[src/qrs_pkg.sv]
// qrs_pkg: shared types, constants and width helpers for the quadratic root solver
// no dependencies; used by every other file of the block by scoped name
package qrs_pkg;

  localparam int COEF_WIDTH_DEF = 16;  // default coefficient width, Q8.8
  localparam int DISC_OUT_W     = 35;  // reported discriminant width
  localparam int ROOT_W         = 32;  // Q16.16 root width
  localparam int FRAC_SHIFT     = 16;  // extra fraction bits of a root
  localparam int RADIX_SHIFT    = 32;  // radicand scaling, d * 2^32
  localparam int DISC_CAP_W     = 64;  // discriminant wraps beyond this width

  typedef enum logic [1:0] {
    KIND_A_ZERO = 2'd0,
    KIND_NONE   = 2'd1,
    KIND_DOUBLE = 2'd2,
    KIND_TWO    = 2'd3
  } kind_t;

  // signed width of b*b - 4ac, capped where it wraps
  function automatic int disc_width(input int w);
    return (2 * w + 3 > DISC_CAP_W) ? DISC_CAP_W : 2 * w + 3;
  endfunction

  // bits of floor(sqrt(d * 2^32)) for a nonnegative discriminant
  function automatic int root_width(input int w);
    int xw;
    xw = disc_width(w) - 1 + RADIX_SHIFT;
    return (xw + 1) / 2;
  endfunction

  // signed width of -b * 2^16 -/+ root
  function automatic int num_width(input int w);
    int bw;
    int rw;
    bw = w + FRAC_SHIFT + 1;
    rw = root_width(w) + 1;
    return ((bw > rw) ? bw : rw) + 1;
  endfunction

endpackage

[src/qrs_disc.sv]
// qrs_disc: two-stage discriminant, products then b*b - 4ac
// depends on qrs_pkg
module qrs_disc #(
  parameter int COEF_WIDTH = qrs_pkg::COEF_WIDTH_DEF
) (
  input  logic                                               clk,
  input  logic                                               rst,
  input  logic                                               adv,
  input  logic                                               in_valid,
  input  logic signed [COEF_WIDTH-1:0]                       a_in,
  input  logic signed [COEF_WIDTH-1:0]                       b_in,
  input  logic signed [COEF_WIDTH-1:0]                       c_in,
  output logic                                               out_valid,
  output logic signed [qrs_pkg::disc_width(COEF_WIDTH)-1:0] disc,
  output logic signed [COEF_WIDTH-1:0]                       a_out,
  output logic signed [COEF_WIDTH-1:0]                       b_out
);
  localparam int W  = COEF_WIDTH;
  localparam int DW = qrs_pkg::disc_width(COEF_WIDTH);

  logic                  v1;
  logic                  v2;
  logic signed [2*W-1:0] bb;
  logic signed [2*W-1:0] ac;
  logic signed [W-1:0]   a1;
  logic signed [W-1:0]   b1;
  logic signed [DW-1:0]  d2;
  logic signed [W-1:0]   a2;
  logic signed [W-1:0]   b2;

  always_ff @(posedge clk) begin
    if (rst) begin
      v1 <= 1'b0;
      v2 <= 1'b0;
    end else if (adv) begin
      v1 <= in_valid;
      v2 <= v1;
    end
  end

  always_ff @(posedge clk) begin
    if (adv) begin
      bb <= b_in * b_in;
      ac <= a_in * c_in;
      a1 <= a_in;
      b1 <= b_in;
      // wraps modulo 2^DW when the capped width is reached
      d2 <= DW'(bb) - (DW'(ac) <<< 2);
      a2 <= a1;
      b2 <= b1;
    end
  end

  assign out_valid = v2;
  assign disc      = d2;
  assign a_out     = a2;
  assign b_out     = b2;
endmodule

[config.mk]
export PLATFORM = sky130hd
export DESIGN_NAME = qrs_disc
export DESIGN_NICKNAME = d
export VERILOG_FILES = /design/src/qrs_pkg.sv /design/src/qrs_disc.sv
export SDC_FILE = /design/constraint.sdc
export NUM_CORES = 1
export LEC_CHECK = 0
export ABC_AREA = 0
export ABC_CLOCK_PERIOD_IN_PS = 7600
export BUFFER_PORTS_ARGS = -buffer_cell sky130_fd_sc_hd__buf_2
export CORE_ASPECT_RATIO = 0.8
export CORE_MARGIN = 2
export CORE_UTILIZATION = 48
export DETAILED_ROUTE_END_ITERATION = 7
export PLACE_DENSITY = 0.74
export SYNTH_ARGS = -nofsm -noshare
export SYNTH_HDL_FRONTEND = slang
export SYNTH_SLANG_ARGS = --single-unit
export TNS_END_PERCENT = 5
[constraint.sdc]
create_clock -name clk -period 7.6 [get_ports clk]
set_input_delay 0.38 -clock clk [delete_from_list [all_inputs] [get_ports clk]]
set_output_delay 0.38 -clock clk [all_outputs]
set_load 0.02 [all_outputs]
After elaboration in Yosys (flattened, before gate mapping). Cells that the tools add are included.

Add/sub/neg operators: 1. Multiply operators: 2.

Operators with widths (count): 16-bit by 16-bit multiplier with 32-bit output (2); 32-bit by 34-bit subtractor with 35-bit output (1).

Flip-flop bits (word level): 165. Input bits: 52. Output and inout port bits: 68.

Longest topological paths before layout.
Word-level depth: 1. Depth in mapped cells: 24. Gate-level depth less buffers: 24.

Least setup slack after synthesis. OpenSTA, ideal clock, no wires.

Kind: input -> register. Start: in b_in[15]. End: reg bb[30] (data pin). Library setup time: 0.258 ns. Data arrival time: 5.980 ns. Setup slack: 1.363 ns. Cell stages on the path: 22. Path buffers: 2. Cells stage by stage: clkbuf_1 buf_1 nand2_1 fa_1 inv_1 fa_1 fa_1 fa_1 fa_1 inv_1 fa_1 inv_1 ha_1 inv_1 o21bai_1 a21oi_1 nor2_1 o21a_1 a311oi_1 o21ai_0 a21oi_1 xnor2_1.

Word-level cells in the longest chain between the ends: 1.

RTL lines: start: declaration (RTL line qrs_disc.sv:11) `input logic signed [COEF_WIDTH-1:0] b_in,`; 16-bit by 16-bit multiplier with 32-bit output (RTL line qrs_disc.sv:43) `bb <= b_in * b_in;`; end signal: assignment (RTL line qrs_disc.sv:43); end: declaration (RTL line qrs_disc.sv:23) `logic signed [2*W-1:0] bb;`.

No other way between the ends. A chain may end at the register's enable or synchronous reset.

Final worst setup path.
Start: in a_in[15]. End: reg ac[31] (data pin).

Word-level cells in the longest chain between the ends: 1.

RTL lines: start: declaration (RTL line qrs_disc.sv:10) `input logic signed [COEF_WIDTH-1:0] a_in,`; 16-bit by 16-bit multiplier with 32-bit output (RTL line qrs_disc.sv:44) `ac <= a_in * c_in;`; end signal: assignment (RTL line qrs_disc.sv:44); end: declaration (RTL line qrs_disc.sv:24) `logic signed [2*W-1:0] ac;`.

No other way between the ends.

==> results summary <==
The flow ran to the end, and the final reports show no timing, DRC or antenna violations. The latest clock arrival within the worst-skew pair came out at 0.49 ns. On the worst path, the slowest cell contributes a delay of 0.91 ns. From left edge to right edge, the die measures 260.5 um.

At the pin with the least slew margin, the transition time is 1.047 ns. The global-route congestion overflow total came out at 0. The number of antenna diodes came out at 0. The Yosys warning count is 0. In this run, CTS created clock tree buffers numbering 17. The portion of synthesized cell area occupied by the leading cell type is 39.37%. Port buffering added 118 buffers. Summed over all layers, the routed wires come to 52.30 mm. The flip-flop and latch area is 4815 sq um.

The TritonCTS clock tree is yes. In this run the standard cell core region covers 52,270 sq um. Routability-driven placement finished with a final weighted congestion of 0.9015. In the finished design, the share of the clock period the worst path needs comes to 82.69%. The area growth from synthesis to layout came out at 7.318%. For the final routed database, the setup TNS stands at 0 ns. The tree is rooted in a sky130_fd_sc_hd__clkbuf_16.

The number of antenna violations at the first check in global routing came to 0. The library cell used most frequently in the layout, excluding fill and tap cells, is sky130_fd_sc_hd__inv_1. The largest net degree at the start of global routing came out at 83.

The most repeated library cell on the critical path is sky130_fd_sc_hd__fa_1. The number of max-slew violations in the final report is 0. Sorting the synthesized cells by area gives the leading types as sky130_fd_sc_hd__fa_1 (39%), sky130_fd_sc_hd__edfxtp_1 (19%), sky130_fd_sc_hd__ha_1 (9.9%). The upper clock frequency limit came out at 159.1 MHz. The total of fill cells in the finished design is 4,563. Of all cell types, the one taking the most synthesized area is sky130_fd_sc_hd__fa_1.

The critical path is of the in2reg type. The via count of the first global-routing pass came out at 18,590. The setup check on the worst reg-to-reg path leaves a slack of 3.94 ns. After clock tree synthesis, the repair step resized 0 gates. The library cells used most frequently in the layout, excluding fill and tap cells, are sky130_fd_sc_hd__inv_1 (656), sky130_fd_sc_hd__fa_1 (497), sky130_fd_sc_hd__nand2_1 (228). The max-cap violation count came out at 0. The largest individual stage delay along the critical path comes from the cell sky130_fd_sc_hd__fa_1. The net count after synthesis came out at 3,244. The area occupied by multi-input gates came out at 17,730 sq um. The end of the worst register-to-register path is disc[34]. Synthesis instantiated 61 different standard cells from the library. The classification of the worst-slack hold path is in2reg. The post-CTS setup repair buffer count is 0. The number of instances in the synthesized netlist is 2,496.

The initial core utilization came out at 48.35%. The fraction of layout instances using a drive strength above 1 is 6.620%. The capture point of the critical path is ac[31]. The met2 layer usage reported by global route is 34.96%. The critical path goes through buf_2 -> nand2_1 -> inv_1 -> fa_1 -> fa_1 -> fa_1 -> fa_1 -> fa_1 -> inv_1 -> fa_1 -> inv_1 -> ha_1 -> nand2_1 -> o21ai_0 -> o41ai_1 -> o21ai_0 -> o21a_1 -> a211oi_1 -> a21oi_1 -> xnor2_1. Counting flops and latches in the post-synthesis netlist gives 161. The required time at the worst-slack endpoint is 7.82 ns.

Once detailed placement completed, the half-perimeter wirelength came to 42.63 mm. The H-tree was split into 4 levels. In the synthesized netlist the dominant register cell turns out to be sky130_fd_sc_hd__edfxtp_1.

Summing over every cut layer, the via total after detailed routing is 16,960. The capturing element type of the critical path is a flop. The number of hold violations in the final report came out at 0. The data arrival time of the critical path is 6.51 ns. The post-detailed-route via-to-cell ratio came out at 5.178.

Dividing the detail-routed wire length by the instance count gives 15.96 um. The worst pin sits at a relative slew slack of 30.21%. In the synthesized netlist the async set-or-reset flop fraction comes to 0%. The buffer depth of the longest clock path came out at 2.

The die span in y is 209.2 um. The count of cells along the worst hold path came out at 2. The number of DRC markers after the initial detailed-route iteration came out at 1,139. STA classifies the critical path startpoint as a primary input. Global routing used 3.578% of the available met3 tracks. The net count reported at finish is 3,318. The number of buffers added to fix hold violations after cts is 0. The TritonCTS sink count came out at 161. The worst hold path begins at rst. In this run, synthesis inferred 159 flip-flops with an integrated enable. The largest driver fanout on the critical path is 17.

The sequential fraction of the synthesis area came out at 19.05%. The shortest period the worst path allows came out at 6.284 ns. The floorplan die area is 54,510 sq um. The post-route antenna net violation count came out at 0.

The total iterations of the first detailed-routing run came out at 7. In this run the count of I/O pins placed on the die edge is 120. The hold slack is 0.06586 ns. The remaining design rule violation count came out at 0.

At the placement stage, the worst setup path has a slack of 0.8745 ns. The maximum clock skew at final layout is 0.01601 ns. Setup repair after global routing left no endpoint under its margin.

Global routing consumed, on the met1 layer, 27.57% of the routing resources. The first global-routing pass estimated 89.89 mm of wire. In this run the core area contains 75 standard-cell rows.

The average instance area after synthesis came out at 10.12 sq um. The clock-pin slew on the worst setup and hold paths is 0.07 ns. The beginning of the critical path is a_in[15]. Global routing used 20.87% of the available tracks across all layers. The launching point of the worst reg2reg path is bb[2]. After layout, the worst setup slack is 1.316 ns. Setup violations remaining at the end of the flow were counted as 0. The peak-usage layer in the global routing report is met2. The post-synthesis instance area came out at 25,270 sq um. Counting cells, the worst reg-to-reg path comes to 12.
[per-stage QoR]
stage          utilization, %  instance area, sq um  instances
2_1_floorplan               -                 25270       2496
5_1_grt                 51.89                 27120       3276
6_report                51.89                 27120       3276
3_5_place_dp            50.72                 26510       3244
4_1_cts                 51.89                 27120       3276
3_3_place_gp            50.72                 26510       3244
[how the worst min path moves through the flow]
| stage | to | slack (ns) |
|---|---|---|
| 2_1_floorplan | a_out[0] | 0.40 |
| 3_3_place_gp | a_out[10] | 0.40 |
| 3_5_place_dp | a_out[4] | 0.40 |
| 4_1_cts | v1 | 0.04 |
| 5_1_grt | v1 | 0.05 |
| 6_report | v1 | 0.07 |
[synth_stat cells (4+ instances only)]
cell / instances
sky130_fd_sc_hd__a31o_2: 7
sky130_fd_sc_hd__nor2_1: 86
sky130_fd_sc_hd__xnor2_1: 85
sky130_fd_sc_hd__a21oi_1: 78
sky130_fd_sc_hd__o21ai_0: 38
sky130_fd_sc_hd__fa_1: 497
sky130_fd_sc_hd__nand2_1: 228
sky130_fd_sc_hd__o211ai_1: 7
sky130_fd_sc_hd__o21bai_1: 18
sky130_fd_sc_hd__o21a_1: 12
sky130_fd_sc_hd__xor2_1: 17
sky130_fd_sc_hd__a21o_1: 32
sky130_fd_sc_hd__mux2i_1: 4
sky130_fd_sc_hd__nand2b_1: 13
sky130_fd_sc_hd__a211oi_1: 9
sky130_fd_sc_hd__a31oi_1: 8
sky130_fd_sc_hd__nor2b_1: 6
sky130_fd_sc_hd__and2_1: 172
sky130_fd_sc_hd__and3_1: 7
sky130_fd_sc_hd__inv_1: 656
sky130_fd_sc_hd__o31ai_1: 5
sky130_fd_sc_hd__nand3_1: 14
sky130_fd_sc_hd__edfxtp_1: 159
sky130_fd_sc_hd__clkbuf_1: 64
sky130_fd_sc_hd__nand4_1: 8
sky130_fd_sc_hd__nor3_1: 12
sky130_fd_sc_hd__ha_1: 199
[worst max-delay path: cells and delay by family]
family / cells / cell delay, ns
compound gates: 6 / 1.29
xor+xnor: 1 / 0.15
fa+ha+maj: 7 / 3.84
buf+inv: 4 / 0.54
simple gates: 2 / 0.30
[area by class of cell]
| cell class | instances | share of cell area [%] |
|---|---|---|
| repair buffers | 123 | 2.339 |
| clock buffers | 17 | 1.569 |
| flip-flops and latches | 161 | 17.75 |
| inverters | 656 | 9.079 |
| well taps | 693 | 3.197 |
| clock inverters | 15 | 0.6828 |
| multi-input cells | 1611 | 65.38 |
[routing by layer]
| layer | part of all wire (%) | wire length (um) |
|---|---|---|
| met3 | 5.9 | 3103 |
| met5 | 0 | 0 |
| met2 | 50 | 26320 |
| met4 | 2.6 | 1349 |
| met1 | 41 | 21520 |
[state kept, by name, summed over array words and instances, names as in the netlist]
| signal | flops |
|---|---|
| disc | 34 |
| ac | 32 |
| bb | 31 |
| a1 | 16 |
| a_out | 16 |
| b1 | 15 |
| b_out | 15 |
| out_valid | 1 |
| v1 | 1 |
[kinds of logic after synthesis]
kind of cell | share of synthesized area [%]
multiplexers | 0.2030
adder cells (fa/ha/maj) | 49.22
buffers and inverters | 10.78
AO/OA/AOI/OAI | 6.456
XOR/XNOR | 3.535
flip-flops | 19.05
AND/OR/NAND/NOR | 10.73
other | 0.01484
Power is not shown: default switching activity piles up to over one toggle a cycle in this logic, so the estimate is an artifact.
