## config.mk

```make
export PLATFORM = sky130hd
export DESIGN_NAME = qrs_sqrt
export DESIGN_NICKNAME = d
export VERILOG_FILES = /design/src/qrs_pkg.sv /design/src/qrs_sqrt.sv
export SDC_FILE = /design/constraint.sdc
export NUM_CORES = 2
export LEC_CHECK = 0
export BUFFER_PORTS_ARGS = -buffer_cell sky130_fd_sc_hd__buf_2
export CORE_ASPECT_RATIO = 1.25
export CORE_UTILIZATION = 58
export CTS_CLUSTER_DIAMETER = 200
export CTS_CLUSTER_SIZE = 10
export DETAILED_ROUTE_END_ITERATION = 12
export PLACE_DENSITY = 0.77
export REMOVE_ABC_BUFFERS = 1
export SETUP_SLACK_MARGIN = 0.3
export SYNTH_ARGS = -nofsm -noshare
export SYNTH_HDL_FRONTEND = slang
export SYNTH_SLANG_ARGS = --single-unit
```

## constraint.sdc

```tcl
create_clock -name clk -period 3.3 [get_ports clk]
set_clock_uncertainty 0.2 [all_clocks]
set_input_delay 0.66 -clock clk [delete_from_list [all_inputs] [get_ports clk]]
set_output_delay 0.66 -clock clk [all_outputs]
set_load 0.01 [all_outputs]
```

## src/qrs_pkg.sv

```systemverilog
// qrs_pkg: shared types, constants and width helpers for the quadratic root solver
// no dependencies; used by every other file of the block by scoped name
package qrs_pkg;

  localparam int COEF_WIDTH_DEF = 16;  // default coefficient width, Q8.8
  localparam int DISC_OUT_W     = 35;  // reported discriminant width
  localparam int ROOT_W         = 32;  // Q16.16 root width
  localparam int FRAC_SHIFT     = 16;  // extra fraction bits of a root
  localparam int RADIX_SHIFT    = 32;  // radicand scaling, d * 2^32
  localparam int DISC_CAP_W     = 64;  // discriminant wraps beyond this width

  typedef enum logic [1:0] {
    KIND_A_ZERO = 2'd0,
    KIND_NONE   = 2'd1,
    KIND_DOUBLE = 2'd2,
    KIND_TWO    = 2'd3
  } kind_t;

  // signed width of b*b - 4ac, capped where it wraps
  function automatic int disc_width(input int w);
    return (2 * w + 3 > DISC_CAP_W) ? DISC_CAP_W : 2 * w + 3;
  endfunction

  // bits of floor(sqrt(d * 2^32)) for a nonnegative discriminant
  function automatic int root_width(input int w);
    int xw;
    xw = disc_width(w) - 1 + RADIX_SHIFT;
    return (xw + 1) / 2;
  endfunction

  // signed width of -b * 2^16 -/+ root
  function automatic int num_width(input int w);
    int bw;
    int rw;
    bw = w + FRAC_SHIFT + 1;
    rw = root_width(w) + 1;
    return ((bw > rw) ? bw : rw) + 1;
  endfunction

endpackage

```

## src/qrs_sqrt.sv

```systemverilog
// qrs_sqrt: pipelined restoring integer square root, one root bit per stage
// depends on qrs_pkg
module qrs_sqrt #(
  parameter int RW    = qrs_pkg::root_width(qrs_pkg::COEF_WIDTH_DEF),
  parameter int TAG_W = 1
) (
  input  logic             clk,
  input  logic             rst,
  input  logic             adv,
  input  logic             in_valid,
  input  logic [2*RW-1:0]  x_in,
  input  logic [TAG_W-1:0] tag_in,
  output logic             out_valid,
  output logic [RW-1:0]    root,
  output logic [TAG_W-1:0] tag_out
);
  localparam int XW    = 2 * RW;
  localparam int REM_W = RW + 2;

  logic             vld_s  [0:RW];
  logic [XW-1:0]    x_s    [0:RW];
  logic [REM_W-1:0] rem_s  [0:RW];
  logic [RW-1:0]    root_s [0:RW];
  logic [TAG_W-1:0] tag_s  [0:RW];

  assign vld_s[0]  = in_valid;
  assign x_s[0]    = x_in;
  assign rem_s[0]  = '0;
  assign root_s[0] = '0;
  assign tag_s[0]  = tag_in;

  for (genvar i = 0; i < RW; i++) begin : g_stage
    logic             vld;
    logic [XW-1:0]    x;
    logic [REM_W-1:0] rem;
    logic [RW-1:0]    rt;
    logic [TAG_W-1:0] tag;
    logic [REM_W-1:0] rem_sh;
    logic [REM_W-1:0] trial;
    logic             take;
    logic [REM_W-1:0] rem_next;
    logic [RW-1:0]    rt_next;

    always_comb begin
      // bring down the next two radicand bits
      rem_sh   = {rem_s[i][RW-1:0], x_s[i][XW-1 -: 2]};
      trial    = {root_s[i], 2'b01};
      take     = (rem_sh >= trial);
      rem_next = take ? (rem_sh - trial) : rem_sh;
      rt_next  = {root_s[i][RW-2:0], take};
    end

    always_ff @(posedge clk) begin
      if (rst) begin
        vld <= 1'b0;
      end else if (adv) begin
        vld <= vld_s[i];
      end
    end

    always_ff @(posedge clk) begin
      if (adv) begin
        x   <= x_s[i] << 2;
        rem <= rem_next;
        rt  <= rt_next;
        tag <= tag_s[i];
      end
    end

    assign vld_s[i+1]  = vld;
    assign x_s[i+1]    = x;
    assign rem_s[i+1]  = rem;
    assign root_s[i+1] = rt;
    assign tag_s[i+1]  = tag;
  end

  assign out_valid = vld_s[RW];
  assign root      = root_s[RW];
  assign tag_out   = tag_s[RW];
endmodule

```

== Yosys cells after proc, flatten, opt, wreduce, memory -nomap -nowiden ==
Index checks and enable logic that the tools add are counted.

* Mux-type cells: 32
* Order comparisons: 33
* Add/sub/neg operators: 32

{| class="wikitable"
|+ Operator list
! operator !! number
|-
| 33-bit two-way mux || 31
|-
| 35-bit by 10-bit >= comparator with 1-bit output || 1
|-
| 35-bit by 11-bit >= comparator with 1-bit output || 1
|-
| 35-bit by 12-bit >= comparator with 1-bit output || 1
|-
| 35-bit by 13-bit >= comparator with 1-bit output || 1
|-
| 35-bit by 14-bit >= comparator with 1-bit output || 1
|-
| 35-bit by 15-bit >= comparator with 1-bit output || 1
|-
| 35-bit by 16-bit >= comparator with 1-bit output || 1
|-
| 35-bit by 17-bit >= comparator with 1-bit output || 1
|-
| 35-bit by 18-bit >= comparator with 1-bit output || 1
|-
| 35-bit by 19-bit >= comparator with 1-bit output || 1
|-
| 35-bit by 20-bit >= comparator with 1-bit output || 1
|-
| 35-bit by 21-bit >= comparator with 1-bit output || 1
|-
| 35-bit by 22-bit >= comparator with 1-bit output || 1
|-
| 35-bit by 23-bit >= comparator with 1-bit output || 1
|-
| 35-bit by 24-bit >= comparator with 1-bit output || 1
|-
| 35-bit by 25-bit >= comparator with 1-bit output || 1
|-
| 35-bit by 26-bit >= comparator with 1-bit output || 1
|-
| 35-bit by 27-bit >= comparator with 1-bit output || 1
|-
| 35-bit by 28-bit >= comparator with 1-bit output || 1
|-
| 35-bit by 29-bit >= comparator with 1-bit output || 1
|-
| 35-bit by 3-bit >= comparator with 1-bit output || 1
|-
| 35-bit by 30-bit >= comparator with 1-bit output || 1
|-
| 35-bit by 31-bit >= comparator with 1-bit output || 1
|-
| other kinds (43) || 43
|}

* Bits in registers: 2709
* Input bits: 71

== Longest topological paths before layout ==
* Depth in word-level cells: 2
* Depth in mapped cells: 14
* Depth with buffers taken out: 12

== Worst setup path after synthesis ==
No wires, ideal clock.

* Kind: reg2reg
* Start point: register g_stage[30].rem[9]
* End point: register g_stage[31].rem[26], data pin
* Stages on the path, launching flop included: 14
* Buffers on the path: 3
* Setup slack: -0.171 ns
* Clock period less this slack: 3.471 ns
* Required time: 2.840 ns
* Library setup time: 0.260 ns
* Data arrival time: 3.011 ns
* Cell sequence: edfxtp_1 > ha_1 > clkbuf_1 > nand4_1 > nor4_1 > nand3_1 > o21ai_0 > a21oi_1 > o21a_1 > a31oi_1 > a31o_2 > clkbuf_1 > clkbuf_1 > mux2_2

* Word-level cells in the longest chain between the ends: 2
* Elaborated cells between the ends (all ways): 3

{| class="wikitable"
|+ Ends and longest elaborated chain
! item !! line !! source
|-
| start: declaration || qrs_sqrt.sv:35 || <nowiki>logic [REM_W-1:0] rem;</nowiki>
|-
| start signal: assignment || qrs_sqrt.sv:64 || <nowiki>rem <= rem_next;</nowiki>
|-
| 33-bit subtractor / 35-bit by 33-bit >= comparator with 1-bit output (equally long branches) || qrs_sqrt.sv:49, qrs_sqrt.sv:48 ||
|-
| 33-bit two-way mux * || qrs_sqrt.sv:49 || <nowiki>rem_next = take ? (rem_sh - trial) : rem_sh;</nowiki>
|-
| net g_stage[31].rem_next[26] || qrs_sqrt.sv:41 || <nowiki>logic [REM_W-1:0] rem_next;</nowiki>
|-
| end signal: assignment || qrs_sqrt.sv:64 ||
|-
| end: declaration || qrs_sqrt.sv:35 ||
|}

The timed path passes the listed nets; every way through them passes the cells marked *.
A chain may end at the register's enable or synchronous reset.

== Final worst setup path ==
* Start point: register g_stage[24].rem[3]
* End point: register g_stage[25].rem[4], data pin

* Word-level cells in the longest chain between the ends: 2

{| class="wikitable"
|+ Ends and longest elaborated chain
! item !! line !! source
|-
| start: declaration || qrs_sqrt.sv:35 ||
|-
| start signal: assignment || qrs_sqrt.sv:64 ||
|-
| 35-bit by 27-bit >= comparator with 1-bit output || qrs_sqrt.sv:48 || <nowiki>take = (rem_sh >= trial);</nowiki>
|-
| 33-bit two-way mux || qrs_sqrt.sv:49 ||
|-
| net g_stage[25].rem_next[4] || qrs_sqrt.sv:41 ||
|-
| end signal: assignment || qrs_sqrt.sv:64 ||
|-
| end: declaration || qrs_sqrt.sv:35 ||
|}

The timed path passes the listed nets, and every way through them passes these cells.

==> reports/metrics.yaml <==
global_routing:
  grt_pass1_vias: 85400
  grt_max_degree: 111
  overflow: 0
  grt_antenna_before_repair: 7
  grt_pass1_wl_um: 474000
  grt_use_total_pct: 27.9
floorplan:
  dieArea_um2: 218000
  start_util_pct: 58.4
  rows: 190
  die_x_um: 417
  coreArea_um2: 214000
  die_h_um: 521
  pin_count: 106
critical_path:
  end_kind: "register"
  cpLargestDelayFamily: "compound AO/OA/AOI/OAI gates"
  path_cells: "ha_1, o21a_1, o21ai_1, a2111oi_4, buf_4, o2111ai_4, nand4_1, a31oi_2, o21a_1, clkinv_4, buf_6, buf_16, mux2_2"
  required_ps: 3700
  r2r_start: "g_stage[24].rem[3]"
  arrival_ps: 3960
  cp_slowest_cell: "edfxtp_1"
  critPathLaunchType: "register"
  cp.depth: 13
  cpPeakStageDelay_ps: 480
  cp_common_cell: "o21a_1"
  reg2reg_depth: 13
  startpoint: "g_stage[24].rem[3]"
  critPathKind: "reg2reg"
  cp_num_buf_inv: 4
  crit_path_max_fanout: 5
routing:
  drc_errors: 0
  drt-initial-drc-count: 6240
  drt_pass1_iterations: 6
  via_per_inst: 5.81
  routed_wl_um: 320000
  wire_per_inst_um: 22.0
  drtAntennaViolNets: 0
  vias: 84700
synthesis:
  synth_cells: 9621
  synth_top_cell_area_share_pct: 63.8
  synth.largest_area_cell: "edfxtp_1"
  syn-cell-area_um2: 125000
  yosysSeqAreaShare_pct: 64.3
  avgSynthCellArea_um2: 13.0
  synth.most_common_cell: "edfxtp_1"
  synth-edff-count: 2658
  ys.flop_type: "edfxtp_1"
  synth_common_cells: "2658 x edfxtp_1, 749 x inv_1, 637 x nand2_1"
  synth-seq-cells: 2691
  yosys_warnings: 0
  synthArstFlopShare_pct: 0
  synthTopCellsByArea: "edfxtp_1 64%, ha_1 5.9%, xnor2_1 2.9%, xor2_1 2.8%, inv_1 2.2%"
  ys_types: 96
sta:
  finalMaxSlewViolations: 0
  period_needed_ps: 3560
  finalCritPeriodShare_pct: 108
  tns_ps: -25140
  worstMarginPinSlew_ps: 727
  slew_headroom_pct: 51.0
  grt_setup_unrepaired: "yes"
  fmax_mhz: 281
  hold_viol: 0
  setup_violations: 273
  fin_ws_ps: -260
job:
  maxCapViolations: 0
layout:
  layout-drive-gt1-share_pct: 28.8
  area_growth_pct: 28.0
  final_core_utilization_pct: 74.7
  nets: 12300
  finalNonFillerCells: 14600
clock_tree:
  numCtsBuffers: 311
  cts_tree: "done"
  clock-sinks: 2691
  clockBufferDepth: 4
  root_buffer: "clkbuf_16"
  clk_latency_ps: 870
  htree_levels: 5
  cts.clk_slew.worst_paths_ps: 50
power:
  ir_drop_uv: 559
  power_w: 0.107
  p_leak_nw: 63.4
  p_per_area_nw_per_um2: 670
hold_path:
  min_from: "rst"
  holdPathStages: 2
  hold_path_class: "in2reg"
placement:
  dp_hpwl_um: 212000
  dp_slack_ps: -461
  io_buffers: 105
  gp_congestion: 0.938
  place_inst: 13700
status:
  failed_checks: "setup timing"
  status: "finished with violations"
[placed cells by master (no fill, tap or decap), types with 105 or more instances in the layout]
master and instances:
nor2_1 494, inv_1 698, o21a_1 109, o21ai_0 298
clkbuf_16 332, ha_1 496, xor2_1 385, nand2_1 535
xnor2_1 400, a21o_1 253, nor3_1 208, a21oi_1 413
nand4_1 105, buf_4 1485, nand3_1 143, buf_2 106
edfxtp_1 2658
[final cells by class]
type	instances	area (µm²)
flip-flops and latches	2691	80500
fillers	13300	54300
multi-input cells	5985	47900
repair buffers	1924	17000
clock buffers	335	8000
well taps	2880	3600
inverters	753	2870
clock inverters	18	304
diodes	3	7.51
[power by group]
part           switching (W)  internal [W]  total (W)
sequential           0.00324        0.0432     0.0465
combinational         0.0159        0.0149     0.0308
clock                 0.0129        0.0171     0.0300
[registers in the layout (all words and copies together) (netlist names)]
| register | flops |
|---|---|
| g_stage.tag | 32 |
| tag_out | 1 |
| g_stage.vld | 32 |
| g_stage.rem | 1008 |
| root | 33 |
| g_stage.x | 1056 |
| g_stage.rt | 528 |
| out_valid | 1 |
[cells by family (layout without fill, tap and decap cells)]
logic type	after synthesis	in the layout	share of synthesized area (%)
AOI/OAI and AO/OA	1917	1918	9.67
xor gates and xnor gates	813	813	5.69
adders and majority gates	595	595	5.95
buffers and inverters	946	3030	2.91
DFF	2691	2691	64.3
muxes	181	181	1.57
other	1	4	0.00300
and+or+nand+nor	2477	2477	9.89
[metrics by stage]
| stage | area [µm²] | hold slack (ps) |
|---|---|---|
| final | 160000 | 77.1 |
| after global routing | 160000 | 95.3 |
| after CTS | 154000 | 17.2 |
| after detailed placement | 139000 | 205 |
| after global placement | 139000 | 200 |
| after floorplan | 124000 | 200 |
[metal layers]
layer  vias to the layer above  global-route usage [%]  wire [µm]
li1                      39700                       -          -
met1                     41500                    31.8     118000
met2                      2673                    52.2     172000
met3                       844                    3.29      13700
met4                         0                    12.8      16800
met5                         -                       0          0
[path summary, 6_finish.rpt]
kind | end | slack [ps]
worst min register to register | g_stage[4].x[58] | 200
worst max-delay path | g_stage[25].rem[4] | -260
worst max register to register | g_stage[25].rem[4] | -260
worst min-delay path | out_valid | 80
[repair_timing]
action / CTS / global route
endpoints found under the setup margin: 939 / 995
hold buffers: 69 / 0
cloned: 40 / 23
buffers inserted: 179 / 197
gates resized for setup: 877 / 892
endpoints found under the hold margin: 69 / 0
pin swaps: 270 / 314
(Power assumes the default switching activity.)
