[config.mk]
export PLATFORM = sky130hd
export DESIGN_NAME = qrs_div
export DESIGN_NICKNAME = d
export VERILOG_FILES = /design/src/qrs_pkg.sv /design/src/qrs_div.sv
export SDC_FILE = /design/constraint.sdc
export NUM_CORES = 2
export LEC_CHECK = 0
export ABC_AREA = 1
export BUFFER_PORTS_ARGS = -buffer_cell sky130_fd_sc_hd__buf_2
export CAP_MARGIN = 20
export CELL_PAD_IN_SITES_DETAIL_PLACEMENT = 0
export CELL_PAD_IN_SITES_GLOBAL_PLACEMENT = 2
export CORE_ASPECT_RATIO = 0.5
export CORE_MARGIN = 2
export CORE_UTILIZATION = 40
export CTS_CLUSTER_DIAMETER = 120
export DETAILED_ROUTE_END_ITERATION = 16
export PLACE_DENSITY_LB_ADDON = 0.1
export SYNTH_ARGS = -nofsm -noshare
export SYNTH_HDL_FRONTEND = slang
export SYNTH_SLANG_ARGS = --single-unit
[constraint.sdc]
create_clock -name clk -period 4.1 [get_ports clk]
set_clock_uncertainty 0.15 [all_clocks]
set_input_delay 0.82 -clock clk [delete_from_list [all_inputs] [get_ports clk]]
set_output_delay 0.82 -clock clk [all_outputs]
set_load 0.02 [all_outputs]
[src/qrs_pkg.sv]
// qrs_pkg: shared types, constants and width helpers for the quadratic root solver
// no dependencies; used by every other file of the block by scoped name
package qrs_pkg;

  localparam int COEF_WIDTH_DEF = 16;  // default coefficient width, Q8.8
  localparam int DISC_OUT_W     = 35;  // reported discriminant width
  localparam int ROOT_W         = 32;  // Q16.16 root width
  localparam int FRAC_SHIFT     = 16;  // extra fraction bits of a root
  localparam int RADIX_SHIFT    = 32;  // radicand scaling, d * 2^32
  localparam int DISC_CAP_W     = 64;  // discriminant wraps beyond this width

  typedef enum logic [1:0] {
    KIND_A_ZERO = 2'd0,
    KIND_NONE   = 2'd1,
    KIND_DOUBLE = 2'd2,
    KIND_TWO    = 2'd3
  } kind_t;

  // signed width of b*b - 4ac, capped where it wraps
  function automatic int disc_width(input int w);
    return (2 * w + 3 > DISC_CAP_W) ? DISC_CAP_W : 2 * w + 3;
  endfunction

  // bits of floor(sqrt(d * 2^32)) for a nonnegative discriminant
  function automatic int root_width(input int w);
    int xw;
    xw = disc_width(w) - 1 + RADIX_SHIFT;
    return (xw + 1) / 2;
  endfunction

  // signed width of -b * 2^16 -/+ root
  function automatic int num_width(input int w);
    int bw;
    int rw;
    bw = w + FRAC_SHIFT + 1;
    rw = root_width(w) + 1;
    return ((bw > rw) ? bw : rw) + 1;
  endfunction

endpackage

[src/qrs_div.sv]
// qrs_div: pipelined restoring unsigned divider, one quotient bit per stage
// depends on qrs_pkg
module qrs_div #(
  parameter int NUM_W = qrs_pkg::num_width(qrs_pkg::COEF_WIDTH_DEF),
  parameter int DEN_W = qrs_pkg::COEF_WIDTH_DEF + 1,
  parameter int TAG_W = 1
) (
  input  logic             clk,
  input  logic             rst,
  input  logic             adv,
  input  logic             in_valid,
  input  logic [NUM_W-1:0] num,
  input  logic [DEN_W-1:0] den,
  input  logic [TAG_W-1:0] tag_in,
  output logic             out_valid,
  output logic [NUM_W-1:0] quot,
  output logic [TAG_W-1:0] tag_out
);
  logic             vld_s [0:NUM_W];
  logic [NUM_W-1:0] n_s   [0:NUM_W];
  logic [DEN_W-1:0] rem_s [0:NUM_W];
  logic [NUM_W-1:0] q_s   [0:NUM_W];
  logic [DEN_W-1:0] d_s   [0:NUM_W];
  logic [TAG_W-1:0] tag_s [0:NUM_W];

  assign vld_s[0] = in_valid;
  assign n_s[0]   = num;
  assign rem_s[0] = '0;
  assign q_s[0]   = '0;
  assign d_s[0]   = den;
  assign tag_s[0] = tag_in;

  for (genvar i = 0; i < NUM_W; i++) begin : g_stage
    logic             vld;
    logic [NUM_W-1:0] n;
    logic [DEN_W-1:0] rem;
    logic [NUM_W-1:0] q;
    logic [DEN_W-1:0] d;
    logic [TAG_W-1:0] tag;
    logic [DEN_W:0]   rs;
    logic             take;
    logic [DEN_W-1:0] rem_next;

    always_comb begin
      rs       = {rem_s[i], n_s[i][NUM_W-1]};
      take     = (rs >= {1'b0, d_s[i]});
      rem_next = take ? DEN_W'(rs - {1'b0, d_s[i]}) : rs[DEN_W-1:0];
    end

    always_ff @(posedge clk) begin
      if (rst) begin
        vld <= 1'b0;
      end else if (adv) begin
        vld <= vld_s[i];
      end
    end

    always_ff @(posedge clk) begin
      if (adv) begin
        n   <= n_s[i] << 1;
        rem <= rem_next;
        q   <= {q_s[i][NUM_W-2:0], take};
        d   <= d_s[i];
        tag <= tag_s[i];
      end
    end

    assign vld_s[i+1] = vld;
    assign n_s[i+1]   = n;
    assign rem_s[i+1] = rem;
    assign q_s[i+1]   = q;
    assign d_s[i+1]   = d;
    assign tag_s[i+1] = tag;
  end

  assign out_valid = vld_s[NUM_W];
  assign quot      = q_s[NUM_W];
  assign tag_out   = tag_s[NUM_W];
endmodule

Word level (Yosys, flattened, before mapping)

Index checks and enable logic that the tools add are counted.

Word-level logic and storage cells: 311
Output and inout bits: 37
Input bits: 57
Bits in registers: 2451

$add $sub $neg: 34
Muxes and demuxes: 34
Order comparisons: 35

Operators with widths:

| kind                                             | count |
|---|---|
| 18-bit by 17-bit >= comparator with 1-bit output | 34 |
| 17-bit 2-to-1 mux                                | 33 |
| 17-bit subtractor                                | 33 |
| 1-bit by 17-bit >= comparator with 1-bit output  | 1 |
| 1-bit by 17-bit subtractor with 17-bit output    | 1 |
| 1-bit 2-to-1 mux                                 | 1 |

Logic depth before layout (Yosys ltp)

Depth in word-level cells: 2
Gate-level depth with buffers: 15

Least setup slack after synthesis

No wires, ideal clock.

Path kind: register to register
Start: reg g_stage[23].n[34]
End: reg g_stage[24].rem[2] (data pin)
Arrival: 1861 ps
Data required time: 3698 ps
Stages on the path, launching flop included: 16
Setup time: 252 ps
Buffers on the path: 1
Setup slack: 1836 ps
Clock period less this slack: 2264 ps
Path through: edfxtp_1 > inv_1 > ha_1 > inv_1 > fa_1 > nand2_2 > nand2_2 > nand3b_1 > nand2_2 > nand2_2 > nand2_2 > nand2_4 > nand2_4 > buf_12 > nand2_2 > nand2_1

Word-level cells in the longest chain between the ends: 2
Elaborated cells between the ends (all ways): 3
Those cells by class: 1 x add/sub; 1 x order compare; 1 x mux

Ends and longest elaborated chain:

| what                                             | RTL line      | text |
|---|---|---|
| start, declared                                  | qrs_div.sv:35 | `logic [NUM_W-1:0] n;` |
| start signal, assigned                           | qrs_div.sv:60 | `n <= n_s[i] << 1;` |
| 18-bit by 17-bit >= comparator with 1-bit output | qrs_div.sv:46 | `take = (rs >= {1'b0, d_s[i]});` |
| named net g_stage[24].take                       | qrs_div.sv:41 | `logic take;` |
| 17-bit 2-to-1 mux                                | qrs_div.sv:47 | `rem_next = take ? DEN_W'(rs - {1'b0, d_s[i]}) : rs[DEN_W-1:0];` |
| named net g_stage[24].rem_next[2]                | qrs_div.sv:42 | `logic [DEN_W-1:0] rem_next;` |
| end signal, assigned                             | qrs_div.sv:61 | `rem <= rem_next;` |
| end, declared                                    | qrs_div.sv:36 | `logic [DEN_W-1:0] rem;` |

The timed path passes the listed nets, and every way through them passes these cells.
A chain may end at the register's enable or synchronous reset.

Final worst setup path

Start: reg g_stage[21].n[34]
End: reg g_stage[22].rem[15] (data pin)

Word-level cells in the longest chain between the ends: 2
Elaborated cells between the ends (all ways): 3
Those cells by class: 1 x add/sub; 1 x order compare; 1 x mux

Ends and longest elaborated chain:

| what                                                                                  | RTL line |
|---|---|
| start, declared                                                                       | qrs_div.sv:35 |
| start signal, assigned                                                                | qrs_div.sv:60 |
| 17-bit subtractor or 18-bit by 17-bit >= comparator with 1-bit output (tied branches) | qrs_div.sv:47, qrs_div.sv:46 |
| 17-bit 2-to-1 mux *                                                                   | qrs_div.sv:47 |
| named net g_stage[22].rem_next[15]                                                    | qrs_div.sv:42 |
| end signal, assigned                                                                  | qrs_div.sv:61 |
| end, declared                                                                         | qrs_div.sv:36 |

Mark *: on every way through the listed nets, which the timed path passes. The rest lies on a longest branch.

==> impl_metrics.env <==
export IMPL_io_pins=94
export IMPL_crit_top_cell="nand2_1"
export IMPL_comb_power_share_pct=38.2
export IMPL_routed_wirelength_um=288000
export IMPL_drt_pass1_iter_count=6
export IMPL_start_util_pct=40.2
export IMPL_crit_arrival_ns=3.39
export IMPL_chipWidth_um=785
export IMPL_ys_types=46
export IMPL_synth_top_area_share_pct=59.5
export IMPL_crit_family="simple AND/OR/NAND/NOR gates"
export IMPL_synth_top_flop_cell="edfxtp_1"
export IMPL_die_h_um=394
export IMPL_ys_seq_area_share_pct=60.1
export IMPL_cp_required_ns=4.56
export IMPL_drv_cap=0
export IMPL_hold_violations=0
export IMPL_grt_pass1_wl_um=447000
export IMPL_viasPerCell=4.61
export IMPL_area_delta_synth_final_pct=11.2
export IMPL_critPathKind="reg -> reg"
export IMPL_ir_drop_mv=0.441
export IMPL_syn_area_per_cell_um2=9.87
export IMPL_startpoint_type="flip-flop"
export IMPL_clock_sinks=2451
export IMPL_cts_resized=0
export IMPL_fin_crit_ns=2.92
export IMPL_drive_gt1_share_pct=7.04
export IMPL_tritoncts="done"
export IMPL_clk_latency_ns=0.92
export IMPL_swShare_pct=39.0
export IMPL_path_cells="inv_1 -> ha_1 -> inv_1 -> fa_1 -> nand2_1 -> nand2_1 -> nand3b_1 -> nand2_2 -> nand2_1 -> nand2_2 -> nand2_4 -> nand2_4 -> nand2_1 -> nand2_1"
export IMPL_layout_cells_non_filler=16900
export IMPL_wl_per_cell_um=17.0
export IMPL_syn_nets=13000
export IMPL_dp_hpwl_um=217000
export IMPL_p_seq_share_pct=38.6
export IMPL_synth_cells=12300
export IMPL_dp_cells=16400
export IMPL_overflow=0
export IMPL_routabilityCongestion=0.830
export IMPL_synth_warnings=0
export IMPL_synth_area_top_cells="edfxtp_1 60%, nand2_1 13%, inv_1 6.9%"
export IMPL_fmax_mhz=342
export IMPL_outcome="completed"
export IMPL_core_um2=303000
export IMPL_fin_crit_sh_pct=71.3
export IMPL_final_setup_viol_count=0
export IMPL_fp_row_count=143
export IMPL_powerDensity_nw_per_um2=706
export IMPL_r2r_setup_slack_ns=1.18
export IMPL_p_leak_nw=63.1
export IMPL_portBuffers=93
export IMPL_syn_area_um2=122000
export IMPL_fin_setup_tns_ns=0
export IMPL_endpoint_kind="flip-flop"
export IMPL_synth_edf_count=2416
export IMPL_dr_first_iter_drc_count=5013
export IMPL_p_clk_share_pct=23.2
export IMPL_slew_viol_final=0
export IMPL_dr_total_vias=78000
export IMPL_p_sw_mw=37.4
export IMPL_synth_top_cell_by_area="edfxtp_1"
export IMPL_clk_path_buf_depth=4
export IMPL_grt_total_usage_pct=18.4
export IMPL_antenna_found_initial=6
export IMPL_ys_seq_elements=2451
export IMPL_die_area_um2=309000
export IMPL_final_common_cell="nand2_1"
export IMPL_cts_clk_slew_worst_paths_ns=0.08
export IMPL_root_buffer="clkbuf_16"
export IMPL_tightest_slew_ns=0.794
export IMPL_critical_path_max_stage_delay_ns=0.49
export IMPL_cp_num_buf_inv=2
export IMPL_crit_path_top_delay_cell="edfxtp_1"
export IMPL_fin_nets=13300
export IMPL_internal_power_mw=58.4
export IMPL_rsz0062_at_grt="no"
export IMPL_numCtsBuffers=232
export IMPL_grt_max_degree=125
export IMPL_cts_htree_levels=4
export IMPL_drtAntennaViolNets=0
export IMPL_max_slew_margin_pct=47.1
export IMPL_synthArstFlopShare_pct=0
export IMPL_cp_max_fo=18
export IMPL_grt_pass1_vias=76800
export IMPL_worstHoldPathType="in -> reg"
export IMPL_final_cell_mix="4328 x nand2_1, 2416 x edfxtp_1, 2228 x inv_1"
export IMPL_drc=0
## power by group through the flow
stage          logic, mW  registers (mW)  clock network [mW]
2_1_floorplan       27.9            35.7                   0
3_3_place_gp        36.9            37.6                   0
3_5_place_dp        36.8            37.5                   0
4_1_cts             37.0            37.1                23.0
5_1_grt             42.4            37.4                24.0
6_report            36.6            36.9                22.2
## synthesized netlist by cell type (2+ instances only)
cell type and n:
or2_0 8, o21ai_0 2, clkbuf_1 10, nor2_4 31
buf_2 28, nor3_1 42, a21oi_1 335, nand3_1 957
edfxtp_1 2416, nor2_1 423, inv_1 2228, or2_2 2
a21oi_2 8, nand3_2 5, o21bai_1 3, buf_4 52
ha_1 580, nor3_2 2, nor2_2 38, nor3b_2 2
buf_6 31, and2_1 45, buf_12 3, inv_2 26
nand2_4 61, nor4_1 4, nor4_4 29, fa_1 33
and3_1 29, nand2_1 4328, nand2_8 2, xor2_1 200
dfxtp_1 35, xnor2_1 32, or2_1 33, o21ai_2 15
o21a_1 12, nand2_2 164, nand3b_1 29, nand4_1 57
## sequential cells by signal, summed over array words and instances (netlist names)
name and cells:
g_stage.d 578, g_stage.n 595, out_valid 1, g_stage.tag 34, g_stage.q 595, tag_out 1
quot 35, g_stage.vld 34, g_stage.rem 578
## metal layers
layer | vias up | part of all wire (%) | track usage [%]
li1 | 40500 | - | -
met1 | 36300 | 49 | 26.4
met2 | 947 | 46 | 30.2
met3 | 331 | 3.1 | 2.27
met4 | 2 | 2.1 | 3.76
met5 | - | 0.0038 | 0
## cell type report
type	count	area, um2
Clock buffer	265	5960
Inverter	2255	8460
Tap cell	4060	5080
Sequential cell	2451	73300
Clock inverter	157	1750
Multi-Input combinational cell	7515	39200
Timing Repair Buffer	218	1860
Fill cell	29300	168000
Antenna cell	1	2.50
## metrics by stage
stage | setup WS (ns) | util, % | total power, mW | cell area (um2) | hold WS, ns
after floorplan | 1.84 | - | 63.5 | 122000 | 0.250
after global placement | 1.16 | 42.0 | 74.5 | 127000 | 0.250
after detailed placement | 1.15 | 42.0 | 74.4 | 127000 | 0.255
after CTS | 1.13 | 44.7 | 97.1 | 136000 | 0.0286
after global routing | 0.960 | 44.7 | 104 | 136000 | 0.0414
final | 1.18 | 44.7 | 95.7 | 136000 | 0.101
## repair_timing
item / CTS / global route
endpoints found under the hold margin: 51 / 0
buffers inserted: 0 / 0
hold buffers: 51 / 0
## path summary, 6_finish.rpt
check,end,startpoint,cells after the start
setup / recovery,g_stage[22].rem[15],g_stage[21].n[34],14
hold / removal,g_stage[0].d[1],den[1],1
setup reg to reg,g_stage[22].rem[15],g_stage[21].n[34],14
hold reg to reg,g_stage[21].q[11],g_stage[20].q[10],0
## cell families after synthesis
kind of cell / count (synthesis) / synth area share, %
AND/OR/NAND/NOR: 6293 / 22.3
adder cells (fa/ha/maj): 613 / 6.49
XOR/XNOR: 232 / 1.67
flip-flops: 2451 / 60.1
AO/OA/AOI/OAI: 377 / 1.66
buffers and inverters: 2380 / 7.75
Note: power is estimated with default switching activity, not from simulation.
